===== src/rtl/lkvc_pkg.sv =====
// Shared constants and types for the LRU key-value cache.
// No dependencies; imported by every module of the cache.
package lkvc_pkg;

    localparam int DEF_MAX_ENTRIES = 16;
    localparam int DEF_KEY_BITS    = 32;
    localparam int DEF_VALUE_BITS  = 32;

    localparam int           CAP_W     = 5;
    localparam logic [CAP_W-1:0] CAP_RESET = 5'd16;

    localparam logic KIND_GET = 1'b0;
    localparam logic KIND_PUT = 1'b1;

    typedef struct packed {
        logic is_put;
        logic hit;
        logic evict;
        logic insert;
    } lkvc_ctl_t;

endpackage


===== src/rtl/lru_key_value_cache.sv =====
// LRU key-value cache: input register, combinational lookup with store update, result register.
// The result register is loaded when the held item is processed, which waits while the output is stalled.
// Accepts one item per cycle while out_ready does not stall the output; lookup and rank update happen together.
// Reset: store empty, capacity 16. A capacity write also empties the store.
// Depends on lkvc_pkg, lkvc_lookup, lkvc_store.
module lru_key_value_cache #(
    parameter int MAX_ENTRIES = lkvc_pkg::DEF_MAX_ENTRIES,
    parameter int KEY_BITS    = lkvc_pkg::DEF_KEY_BITS,
    parameter int VALUE_BITS  = lkvc_pkg::DEF_VALUE_BITS
) (
    input  logic                         clk,
    input  logic                         rst_n,
    input  logic                         cfg_we,
    input  logic [lkvc_pkg::CAP_W-1:0]   cfg_wdata,
    input  logic                         in_valid,
    output logic                         in_ready,
    input  logic                         kind,
    input  logic signed [KEY_BITS-1:0]   key,
    input  logic signed [VALUE_BITS-1:0] value,
    output logic                         out_valid,
    input  logic                         out_ready,
    output logic                         hit,
    output logic signed [VALUE_BITS-1:0] read_value,
    output logic                         evicted,
    output logic signed [KEY_BITS-1:0]   evicted_key
);
    import lkvc_pkg::*;

    localparam int RANK_W = $clog2(MAX_ENTRIES);
    localparam int CNT_W  = $clog2(MAX_ENTRIES + 1);

    logic                  in_full_reg;
    logic                  kind_reg;
    logic [KEY_BITS-1:0]   key_reg;
    logic [VALUE_BITS-1:0] value_reg;
    logic [CAP_W-1:0]      cap_reg;
    logic                  out_valid_reg;
    logic                  hit_reg;
    logic [VALUE_BITS-1:0] rd_reg;
    logic                  ev_reg;
    logic [KEY_BITS-1:0]   evk_reg;
    logic                  process;

    lkvc_ctl_t              ctl;
    logic [MAX_ENTRIES-1:0] match_oh;
    logic [MAX_ENTRIES-1:0] slot_oh;
    logic [RANK_W-1:0]      found_rank;
    logic [VALUE_BITS-1:0]  lk_read_value;
    logic [KEY_BITS-1:0]    lk_evicted_key;
    logic [MAX_ENTRIES-1:0] entry_valid;
    logic [KEY_BITS-1:0]    entry_key   [MAX_ENTRIES];
    logic [VALUE_BITS-1:0]  entry_value [MAX_ENTRIES];
    logic [RANK_W-1:0]      entry_rank  [MAX_ENTRIES];
    logic [CNT_W-1:0]       entry_count;

    assign process  = in_full_reg && (!out_valid_reg || out_ready);
    assign in_ready = !in_full_reg || process;

    always_ff @(posedge clk or negedge rst_n)
    begin
        if (!rst_n)
        begin
            in_full_reg   <= 1'b0;
            out_valid_reg <= 1'b0;
            cap_reg       <= CAP_RESET;
        end
        else
        begin
            if (in_valid && in_ready)
                in_full_reg <= 1'b1;
            else if (process)
                in_full_reg <= 1'b0;
            if (process)
                out_valid_reg <= 1'b1;
            else if (out_ready)
                out_valid_reg <= 1'b0;
            if (cfg_we)
                cap_reg <= cfg_wdata;
        end
    end

    always_ff @(posedge clk)
    begin
        if (in_valid && in_ready)
        begin
            kind_reg  <= kind;
            key_reg   <= key;
            value_reg <= value;
        end
        if (process)
        begin
            hit_reg <= ctl.hit;
            rd_reg  <= lk_read_value;
            ev_reg  <= ctl.evict;
            evk_reg <= lk_evicted_key;
        end
    end

    lkvc_lookup #(
        .MAX_ENTRIES(MAX_ENTRIES),
        .KEY_BITS   (KEY_BITS),
        .VALUE_BITS (VALUE_BITS)
    ) u_lookup (
        .kind       (kind_reg),
        .key        (key_reg),
        .capacity   (cap_reg),
        .entry_valid(entry_valid),
        .entry_key  (entry_key),
        .entry_value(entry_value),
        .entry_rank (entry_rank),
        .entry_count(entry_count),
        .ctl        (ctl),
        .match_oh   (match_oh),
        .slot_oh    (slot_oh),
        .found_rank (found_rank),
        .read_value (lk_read_value),
        .evicted_key(lk_evicted_key)
    );

    lkvc_store #(
        .MAX_ENTRIES(MAX_ENTRIES),
        .KEY_BITS   (KEY_BITS),
        .VALUE_BITS (VALUE_BITS)
    ) u_store (
        .clk        (clk),
        .rst_n      (rst_n),
        .clear      (cfg_we),
        .upd        (process),
        .ctl        (ctl),
        .match_oh   (match_oh),
        .slot_oh    (slot_oh),
        .found_rank (found_rank),
        .wr_key     (key_reg),
        .wr_value   (value_reg),
        .entry_valid(entry_valid),
        .entry_key  (entry_key),
        .entry_value(entry_value),
        .entry_rank (entry_rank),
        .entry_count(entry_count)
    );

    assign out_valid   = out_valid_reg;
    assign hit         = hit_reg;
    assign read_value  = rd_reg;
    assign evicted     = ev_reg;
    assign evicted_key = evk_reg;

    a_evict_only_on_miss: assert property (@(posedge clk) disable iff (!rst_n)
        (out_valid_reg && ev_reg) |-> !hit_reg)
        else $error("eviction reported on a hit");

    a_evk_zero: assert property (@(posedge clk) disable iff (!rst_n)
        (out_valid_reg && !ev_reg) |-> (evk_reg == '0))
        else $error("evicted key nonzero without eviction");

    a_result_loaded: assert property (@(posedge clk) disable iff (!rst_n)
        process |=> out_valid_reg)
        else $error("processed item produced no result");

endmodule


===== src/rtl/lkvc_lookup.sv =====
// Parallel key match, victim and free slot selection, result data muxing.
// Depends on lkvc_pkg.
module lkvc_lookup #(
    parameter int MAX_ENTRIES = 16,
    parameter int KEY_BITS    = 32,
    parameter int VALUE_BITS  = 32
) (
    input  logic                             kind,
    input  logic [KEY_BITS-1:0]              key,
    input  logic [lkvc_pkg::CAP_W-1:0]       capacity,
    input  logic [MAX_ENTRIES-1:0]           entry_valid,
    input  logic [KEY_BITS-1:0]              entry_key [MAX_ENTRIES],
    input  logic [VALUE_BITS-1:0]            entry_value [MAX_ENTRIES],
    input  logic [$clog2(MAX_ENTRIES)-1:0]   entry_rank [MAX_ENTRIES],
    input  logic [$clog2(MAX_ENTRIES+1)-1:0] entry_count,
    output lkvc_pkg::lkvc_ctl_t              ctl,
    output logic [MAX_ENTRIES-1:0]           match_oh,
    output logic [MAX_ENTRIES-1:0]           slot_oh,
    output logic [$clog2(MAX_ENTRIES)-1:0]   found_rank,
    output logic [VALUE_BITS-1:0]            read_value,
    output logic [KEY_BITS-1:0]              evicted_key
);
    import lkvc_pkg::*;

    localparam int RANK_W = $clog2(MAX_ENTRIES);
    localparam int CNT_W  = $clog2(MAX_ENTRIES + 1);
    localparam int CMP_W  = (CNT_W > CAP_W) ? CNT_W : CAP_W;

    logic [MAX_ENTRIES-1:0] match_vec;
    logic [MAX_ENTRIES-1:0] victim_vec;
    logic [MAX_ENTRIES-1:0] victim_oh;
    logic [MAX_ENTRIES-1:0] free_vec;
    logic [MAX_ENTRIES-1:0] free_oh;
    logic [CMP_W-1:0]       cap_ext;
    logic [CMP_W-1:0]       eff_cap;
    logic                   full;
    logic                   miss_put;
    logic [VALUE_BITS-1:0]  hit_value;
    logic [KEY_BITS-1:0]    victim_key;

    always_comb
    begin
        for (int i = 0; i < MAX_ENTRIES; i++)
        begin
            match_vec[i]  = entry_valid[i] && (entry_key[i] == key);
            victim_vec[i] = entry_valid[i] &&
                            (CNT_W'(entry_rank[i]) + CNT_W'(1) == entry_count);
            free_vec[i]   = !entry_valid[i];
        end
    end

    // lowest set bit
    assign match_oh  = match_vec  & ~(match_vec  - MAX_ENTRIES'(1));
    assign victim_oh = victim_vec & ~(victim_vec - MAX_ENTRIES'(1));
    assign free_oh   = free_vec   & ~(free_vec   - MAX_ENTRIES'(1));

    always_comb
    begin
        hit_value  = '0;
        victim_key = '0;
        found_rank = '0;
        for (int i = 0; i < MAX_ENTRIES; i++)
        begin
            hit_value  = hit_value  | (entry_value[i] & {VALUE_BITS{match_oh[i]}});
            victim_key = victim_key | (entry_key[i]   & {KEY_BITS{victim_oh[i]}});
            found_rank = found_rank | (entry_rank[i]  & {RANK_W{match_oh[i]}});
        end
    end

    assign cap_ext = CMP_W'(capacity);
    always_comb
    begin
        if (cap_ext == '0)
            eff_cap = CMP_W'(1);
        else if (cap_ext > CMP_W'(MAX_ENTRIES))
            eff_cap = CMP_W'(MAX_ENTRIES);
        else
            eff_cap = cap_ext;
    end
    assign full = CMP_W'(entry_count) >= eff_cap;

    assign miss_put   = (kind == KIND_PUT) && !(|match_vec);
    assign ctl.is_put = (kind == KIND_PUT);
    assign ctl.hit    = |match_vec;
    assign ctl.evict  = miss_put && full && (|victim_vec);
    assign ctl.insert = miss_put && (ctl.evict || (|free_vec));
    assign slot_oh    = ctl.evict ? victim_oh : free_oh;

    assign read_value  = (ctl.hit && kind == KIND_GET) ? hit_value : '1;
    assign evicted_key = ctl.evict ? victim_key : '0;

endmodule


===== src/rtl/lkvc_store.sv =====
// Entry storage: valid bits, keys, values, recency ranks and fill count.
// Depends on lkvc_pkg; updated from lkvc_lookup decisions.
module lkvc_store #(
    parameter int MAX_ENTRIES = 16,
    parameter int KEY_BITS    = 32,
    parameter int VALUE_BITS  = 32
) (
    input  logic                             clk,
    input  logic                             rst_n,
    input  logic                             clear,
    input  logic                             upd,
    input  lkvc_pkg::lkvc_ctl_t              ctl,
    input  logic [MAX_ENTRIES-1:0]           match_oh,
    input  logic [MAX_ENTRIES-1:0]           slot_oh,
    input  logic [$clog2(MAX_ENTRIES)-1:0]   found_rank,
    input  logic [KEY_BITS-1:0]              wr_key,
    input  logic [VALUE_BITS-1:0]            wr_value,
    output logic [MAX_ENTRIES-1:0]           entry_valid,
    output logic [KEY_BITS-1:0]              entry_key [MAX_ENTRIES],
    output logic [VALUE_BITS-1:0]            entry_value [MAX_ENTRIES],
    output logic [$clog2(MAX_ENTRIES)-1:0]   entry_rank [MAX_ENTRIES],
    output logic [$clog2(MAX_ENTRIES+1)-1:0] entry_count
);
    import lkvc_pkg::*;

    localparam int RANK_W = $clog2(MAX_ENTRIES);
    localparam int CNT_W  = $clog2(MAX_ENTRIES + 1);

    logic [MAX_ENTRIES-1:0] valid_reg, valid_next;
    logic [RANK_W-1:0]      rank_reg  [MAX_ENTRIES];
    logic [RANK_W-1:0]      rank_next [MAX_ENTRIES];
    logic [CNT_W-1:0]       count_reg, count_next;
    logic [KEY_BITS-1:0]    key_reg   [MAX_ENTRIES];
    logic [VALUE_BITS-1:0]  value_reg [MAX_ENTRIES];

    always_comb
    begin
        valid_next = valid_reg;
        rank_next  = rank_reg;
        count_next = count_reg;
        if (clear)
        begin
            valid_next = '0;
            count_next = '0;
        end
        else if (upd && ctl.hit)
        begin
            for (int i = 0; i < MAX_ENTRIES; i++)
            begin
                if (match_oh[i])
                    rank_next[i] = '0;
                else if (valid_reg[i] && rank_reg[i] < found_rank)
                    rank_next[i] = RANK_W'(rank_reg[i] + 1'b1);
            end
        end
        else if (upd && ctl.insert)
        begin
            for (int i = 0; i < MAX_ENTRIES; i++)
            begin
                if (slot_oh[i])
                begin
                    valid_next[i] = 1'b1;
                    rank_next[i]  = '0;
                end
                else if (valid_reg[i])
                    rank_next[i] = RANK_W'(rank_reg[i] + 1'b1);
            end
            if (!ctl.evict)
                count_next = CNT_W'(count_reg + 1'b1);
        end
    end

    always_ff @(posedge clk or negedge rst_n)
    begin
        if (!rst_n)
        begin
            valid_reg <= '0;
            count_reg <= '0;
            for (int i = 0; i < MAX_ENTRIES; i++)
                rank_reg[i] <= '0;
        end
        else
        begin
            valid_reg <= valid_next;
            count_reg <= count_next;
            rank_reg  <= rank_next;
        end
    end

    always_ff @(posedge clk)
    begin
        for (int i = 0; i < MAX_ENTRIES; i++)
        begin
            if (upd && ctl.insert && slot_oh[i])
            begin
                key_reg[i]   <= wr_key;
                value_reg[i] <= wr_value;
            end
            else if (upd && ctl.hit && ctl.is_put && match_oh[i])
                value_reg[i] <= wr_value;
        end
    end

    assign entry_valid = valid_reg;
    assign entry_key   = key_reg;
    assign entry_value = value_reg;
    assign entry_rank  = rank_reg;
    assign entry_count = count_reg;

    a_count_bound: assert property (@(posedge clk) disable iff (!rst_n)
        count_reg <= CNT_W'(MAX_ENTRIES))
        else $error("entry count above table size");

    a_count_matches_valid: assert property (@(posedge clk) disable iff (!rst_n)
        $countones(valid_reg) == int'(count_reg))
        else $error("entry count disagrees with valid bits");

    a_clear_empties: assert property (@(posedge clk) disable iff (!rst_n)
        clear |=> (count_reg == '0 && valid_reg == '0))
        else $error("capacity write did not empty the store");

    a_single_match: assert property (@(posedge clk) disable iff (!rst_n)
        upd |-> $onehot0(match_oh))
        else $error("more than one entry matched");

endmodule

===== config.mk =====
export PLATFORM = sky130hd
export DESIGN_NAME = lru_key_value_cache
export DESIGN_NICKNAME = d
export VERILOG_FILES = /design/src/rtl/lkvc_pkg.sv /design/src/rtl/lru_key_value_cache.sv /design/src/rtl/lkvc_lookup.sv /design/src/rtl/lkvc_store.sv
export SDC_FILE = /design/constraint.sdc
export NUM_CORES = 2
export LEC_CHECK = 0
export BUFFER_PORTS_ARGS = -buffer_cell sky130_fd_sc_hd__buf_2
export CORE_UTILIZATION = 45
export CTS_BUF_LIST = sky130_fd_sc_hd__clkbuf_8
export DETAILED_ROUTE_END_ITERATION = 10
export GPL_TIMING_DRIVEN = 0
export PLACE_DENSITY = 0.6
export SYNTH_ARGS = -nofsm -noshare
export SYNTH_HDL_FRONTEND = slang
export SYNTH_SLANG_ARGS = --single-unit

===== constraint.sdc =====
create_clock -name clk -period 8.6 [get_ports clk]
set_input_delay 0.43 -clock clk [delete_from_list [all_inputs] [get_ports clk]]
set_output_delay 0.43 -clock clk [all_outputs]
set_load 0.01 [all_outputs]

======== Word level (Yosys, flattened, before mapping) ========
Index checks and enable logic that the tools add are counted.
W data, S select, Z words.
storage, ports and cells
  input bits .............................. 75
  output and inout port bits .............. 68
  bits in registers ....................... 1247
operators by class
  multiplexer cells ....................... 128
  $add $sub $neg .......................... 36
  $lt $le $gt $ge ......................... 18
  reduce and logical (&&, ||, !) cells .... 201
  bitwise logic cells ..................... 101
  equality and inequality tests ........... 50
operators by type and width
  operator                 number
  $and A32 B32 Y32         32
  $mux W32                 32
  $or A32 B32 Y32          30
  $eq A32 B32 Y1           16
  $mux W4                  64
  $mux W64                 2
  $logic_and A1 B1 Y1      90
  $add A4 B1 Y5 const B    16
  $eq A5 B5 Y1             16
  $reduce_bool A2 Y1       36
  $add A4 B1 Y4 const B    16
  $and A4 B4 Y4            16
  $lt A4 B4 Y1             16
  $mux W16                 4
  $reduce_and A4 Y1        16
  $or A4 B4 Y4             15
  $reduce_and A3 Y1        17
  $and A16 B16 Y16         3
  $ne A3 B2 Y1 const B     16
  $not A16 Y16             3
  $reduce_bool A3 Y1       16
  $reduce_or A16 Y1        3
  $sub A16 B1 Y16 const B  3
  $mux W5                  6
  9 further kinds          50

======== Depth between registers and ports, before layout ========
  depth in word-level cells ............... 26
  depth in mapped cells ................... 23
  mapped depth without buffers ............ 18

======== Cells and area by module ========
A second synthesis with hierarchy kept.
unflattened totals
  cells, all modules ...................... 4522
  area total of the unflattened synthesis .. 59718.5 µm²
by module, submodules not included
  module               instances  sequential area each (µm²)  area each (µm²)  cells each
  lkvc_store           1          32876.5                     37053.0          1649
  lkvc_lookup          1          0.0                         18460.2          2724
  lru_key_value_cache  1          4110.2                      4205.3           149

======== Least setup slack after synthesis ========
OpenSTA, ideal clock, no wires.
  kind .................................... reg-to-reg
  start ................................... register key_reg[20]
  end ..................................... register u_store.value_reg, in the netlist u_store.entry_value[32] (enable)
  data required time ...................... 8.128 ns
  slack ................................... 1.719 ns
  path buffers ............................ 6
  cell stages (with the launch flop) ...... 16
  clock period less this slack ............ 6.881 ns
  arrival time ............................ 6.409 ns
  path through ............................ edfxtp_1 buf_2 buf_4 xor2_1 or4b_2 nor4_1 nand3_1 and3_1 clkbuf_1 and4b_1 a31oi_1 buf_2 buf_1 nand2_1 clkbuf_1 o32ai_1
between the ends
  longest elaborated chain between the ends .. 12
  elaborated cells on any way between the ends .. 49
  those cells by class .................... 1 x add/sub; 16 x eq/ne; 1 x mux; 2 x bitwise; 29 x reduce/logical
RTL lines
  element                                                   RTL line                   source
  from (decl)                                               lru_key_value_cache.sv:34  logic [KEY_BITS-1:0] key_reg;
  from (signal assigned)                                    lru_key_value_cache.sv:87  key_reg <= key;
  branches (longest 11 deep; another with $sub A16 B1 Y16)  --
  $reduce_bool A2 Y1 (no source line) *                     --
  to (signal, indexed assignment)                           lkvc_store.sv:97           value_reg[i] <= wr_value;
  to (signal, indexed assignment)                           lkvc_store.sv:100          value_reg[i] <= wr_value;
  to (decl)                                                 lkvc_store.sv:34           logic [VALUE_BITS-1:0] value_reg [MAX_ENTRIES];
Every way passes the cells marked *.
A chain may end at the register's enable or synchronous reset.

======== Final worst setup path ========
  start ................................... register key_reg[29]
  end ..................................... register u_store.value_reg, in the netlist u_store.entry_value[348] (enable)
Same word-level chain as after synthesis.

==> results.ini <==
[grt]
grt_pass1_vias = 40400
grt_pass1_wl_mm = 308
overflow = 0
grt_start_max_net_pins = 56
track_usage_pct = 33.8
antenna_found_initial = 5

[synthesis]
syn_area_sq_um = 58200
synthCells = 4265
synth-edff-count = 1155
avgSynthCellArea_sq_um = 13.6
ys_ff_latch = 1247
synth.distinct_cells = 90
yosysWarnings = 0
ys_seq_area_share_pct = 63.6
synth-async-reset-ratio_pct = 7.38
synth_top_flop_cell = edfxtp_1
syn_nets = 4391

[outcome]
status = finished, final reports clean

[cells_and_area]
final_cell_mix = edfxtp_1 (1155), xnor2_1 (290), xor2_1 (288)
layout.nets = 4901
design_area_sq_um = 67200
drive_above_1_share_pct = 13.9
layout_commonest_cell = edfxtp_1
synthToLayoutAreaGrowth_pct = 15.4

[sta]
finalSetupViolCount = 0
worstMarginPinSlew_ns = 1.44
final_max_slew_viol_count = 0
relSlewSlack_pct = 3.22
grt_setup_unrepaired = false
max_freq_mhz = 116
period_needed_ns = 8.60
finalHoldViolCount = 0
fin_crit_sh_pct = 99.9
clock_skew_ns = 0.0597

[routing]
dr.pass1.iters = 8
avgRoutedWirePerCell_um = 34.0
via_per_inst = 6.43
ant_nets = 0
drt_wl_total_mm = 224
wirelength_met1_mm = 96.1
wl_met3_mm = 21.3
met2_length_mm = 97.8
vias = 42500
drtIter0Drc = 5581
top_layer = met4
drc = 0

[worst_setup_path]
cp_max_fo = 17
crit_type = flip-flop to flip-flop
cp-start-kind = flip-flop
crit_arrival_ns = 9.24
worst_setup_path_end_kind = flip-flop
required_ns = 9.24
regToRegStartpoint = key_reg[29]
worstSetupStartpoint = key_reg[29]

[cts]
cts_tree = done
max-clock-path-buffers = 3
insertion_delay_ns = 0.98
clkSlewWorstSetupHoldPaths_ns = 0.06
cts_root_buf = clkbuf_8
clock-sinks = 1247
ctsHtreeMaxLevel = 4
cts_buffers = 209

[power]
power_density_nw_per_um2 = 189
power.total_uw = 12700
p_leak_uw = 0.0226
ir_worst_vdd_uv = 193

[floorplanning]
start_util_pct = 45.5
die_area_sq_um = 131000
core.rowCount = 131
dieWidth_um = 362
fp.dieH_um = 362
coreArea_sq_um = 128000
io_pins = 143

[placement]
io_buffers = 141
gp_congestion = 1.02
dp_hpwl_mm = 168
dpl-instance-area_sq_um = 61900

[hold_path]
hp-class = primary input to flip-flop
hold_start = value[6]

[job]
maxCapViolations = 0

[Yosys cell counts, types with 22 or more instances]
cell type  number  area [sq um]
a222oi_1       98           981
xnor2_1       290          2540
o21ai_0        70           350
a22o_1         42           368
ha_1           51           638
and3_1         26           163
nor2_1        119           447
or3_1          27           169
mux2i_1        61           611
nand2_1       179           672
buf_4          28           210
nand4_1       168          1050
buf_1          22          82.6
a22oi_1        36           270
nor3b_1        41           308
dfrtp_1        91          2280
edfxtp_1     1155         34700
nor2b_1        32           200
a221oi_1      133          1160
nand4b_1       23           201
nor4_1        122           763
nor3_1         70           350
a221o_1        96           961
nand3_1        99           495
clkbuf_1      157           589
a21oi_1       120           601
xor2_1        288          2520
buf_2          38           190
or4_1          28           210
inv_1         131           492
nand2b_1       50           313
[logic make-up (layout without fill, tap and decap cells)]
logic type               Yosys count  count (layout)  synth area share (%)
flip-flops                      1247            1247                  63.6
AND/OR/NAND/NOR                 1101            1101                  10.9
AO/OA/AOI/OAI                    809             809                  11.1
XOR/XNOR                         580             580                  8.76
buffers and inverters            391            1070                  2.97
multiplexers                      86              86                  1.56
adder cells (fa/ha/maj)           51              51                  1.10
other                              0               4                     0
[power breakdown]
part	internal, uW	switching (uW)
logic	247	526
clock network	2540	2570
registers	6720	111
total	9500	3210
[final timing paths]
kind | to | slack, ns | cells after the start
worst max-delay path | u_store.entry_value[348] | 0.005 | 17
worst min-delay path | value_reg[6] | 0.17 | 2
worst max register to register | u_store.entry_value[348] | 0.005 | 17
worst min register to register | u_store.entry_key[459] | 0.50 | 0
max in group asynchronous | u_store.entry_valid[6] | 7.70 | 4
min in group asynchronous | cap_reg[0] | 0.53 | 4
[critical path: stages (launching register included)]
cell and delay (ns):
edfxtp_1 0.49, buf_4 0.28, buf_2 0.47, xor2_1 0.24, or4_1 0.62, nor4_2 0.67, nand3_1 0.27, and3_1 0.26
clkbuf_1 0.30, and4b_1 0.33, a31oi_1 0.89, buf_2 0.52, buf_1 0.76, nand2_1 0.48, clkbuf_1 0.41, buf_8 0.27
o21ai_4 0.64, buf_12 0.27
[layout make-up]
class | count | area (sq um)
diodes | 4 | 10.0
plain buffers | 259 | 1230
clock buffers | 212 | 2920
clock inverters | 168 | 1060
fillers | 11000 | 60700
inverters | 132 | 498
multi-input cells | 2627 | 19800
flip-flops and latches | 1247 | 37000
well taps | 1662 | 2080
repair buffers | 299 | 2620
[what timing repair did]
item / CTS / global route
hold buffers: 79 / 0
gates resized for setup: 3 / 3
pin swaps: 1 / 0
setup endpoints to repair: 374 / 234
endpoints found under the hold margin: 176 / 0
buffers inserted: 6 / 31
cloned: 0 / 0
[routing by layer]
layer / GRT usage, % / up-vias
met4: 13.5 / 0
met3: 6.85 / 410
met1: 48.6 / 21600
li1: - / 18000
met2: 50.0 / 2425
met5: 0 / -
[through the flow]
stage	std cells	hold WS [ns]	setup slack (ns)	util, %	TNS (ns)
final	6610	0.168	0.00484	52.5	0
after global routing	6607	0.120	0.120	52.5	0
after CTS	6573	0.0631	0.00775	52.2	0
after detailed placement	6108	0.477	-0.821	48.5	-106.94
after global placement	6068	0.468	-5.26	47.7	-2255.97
after floorplan	4265	0.134	1.72	-	0
(Power assumes the default switching activity.)
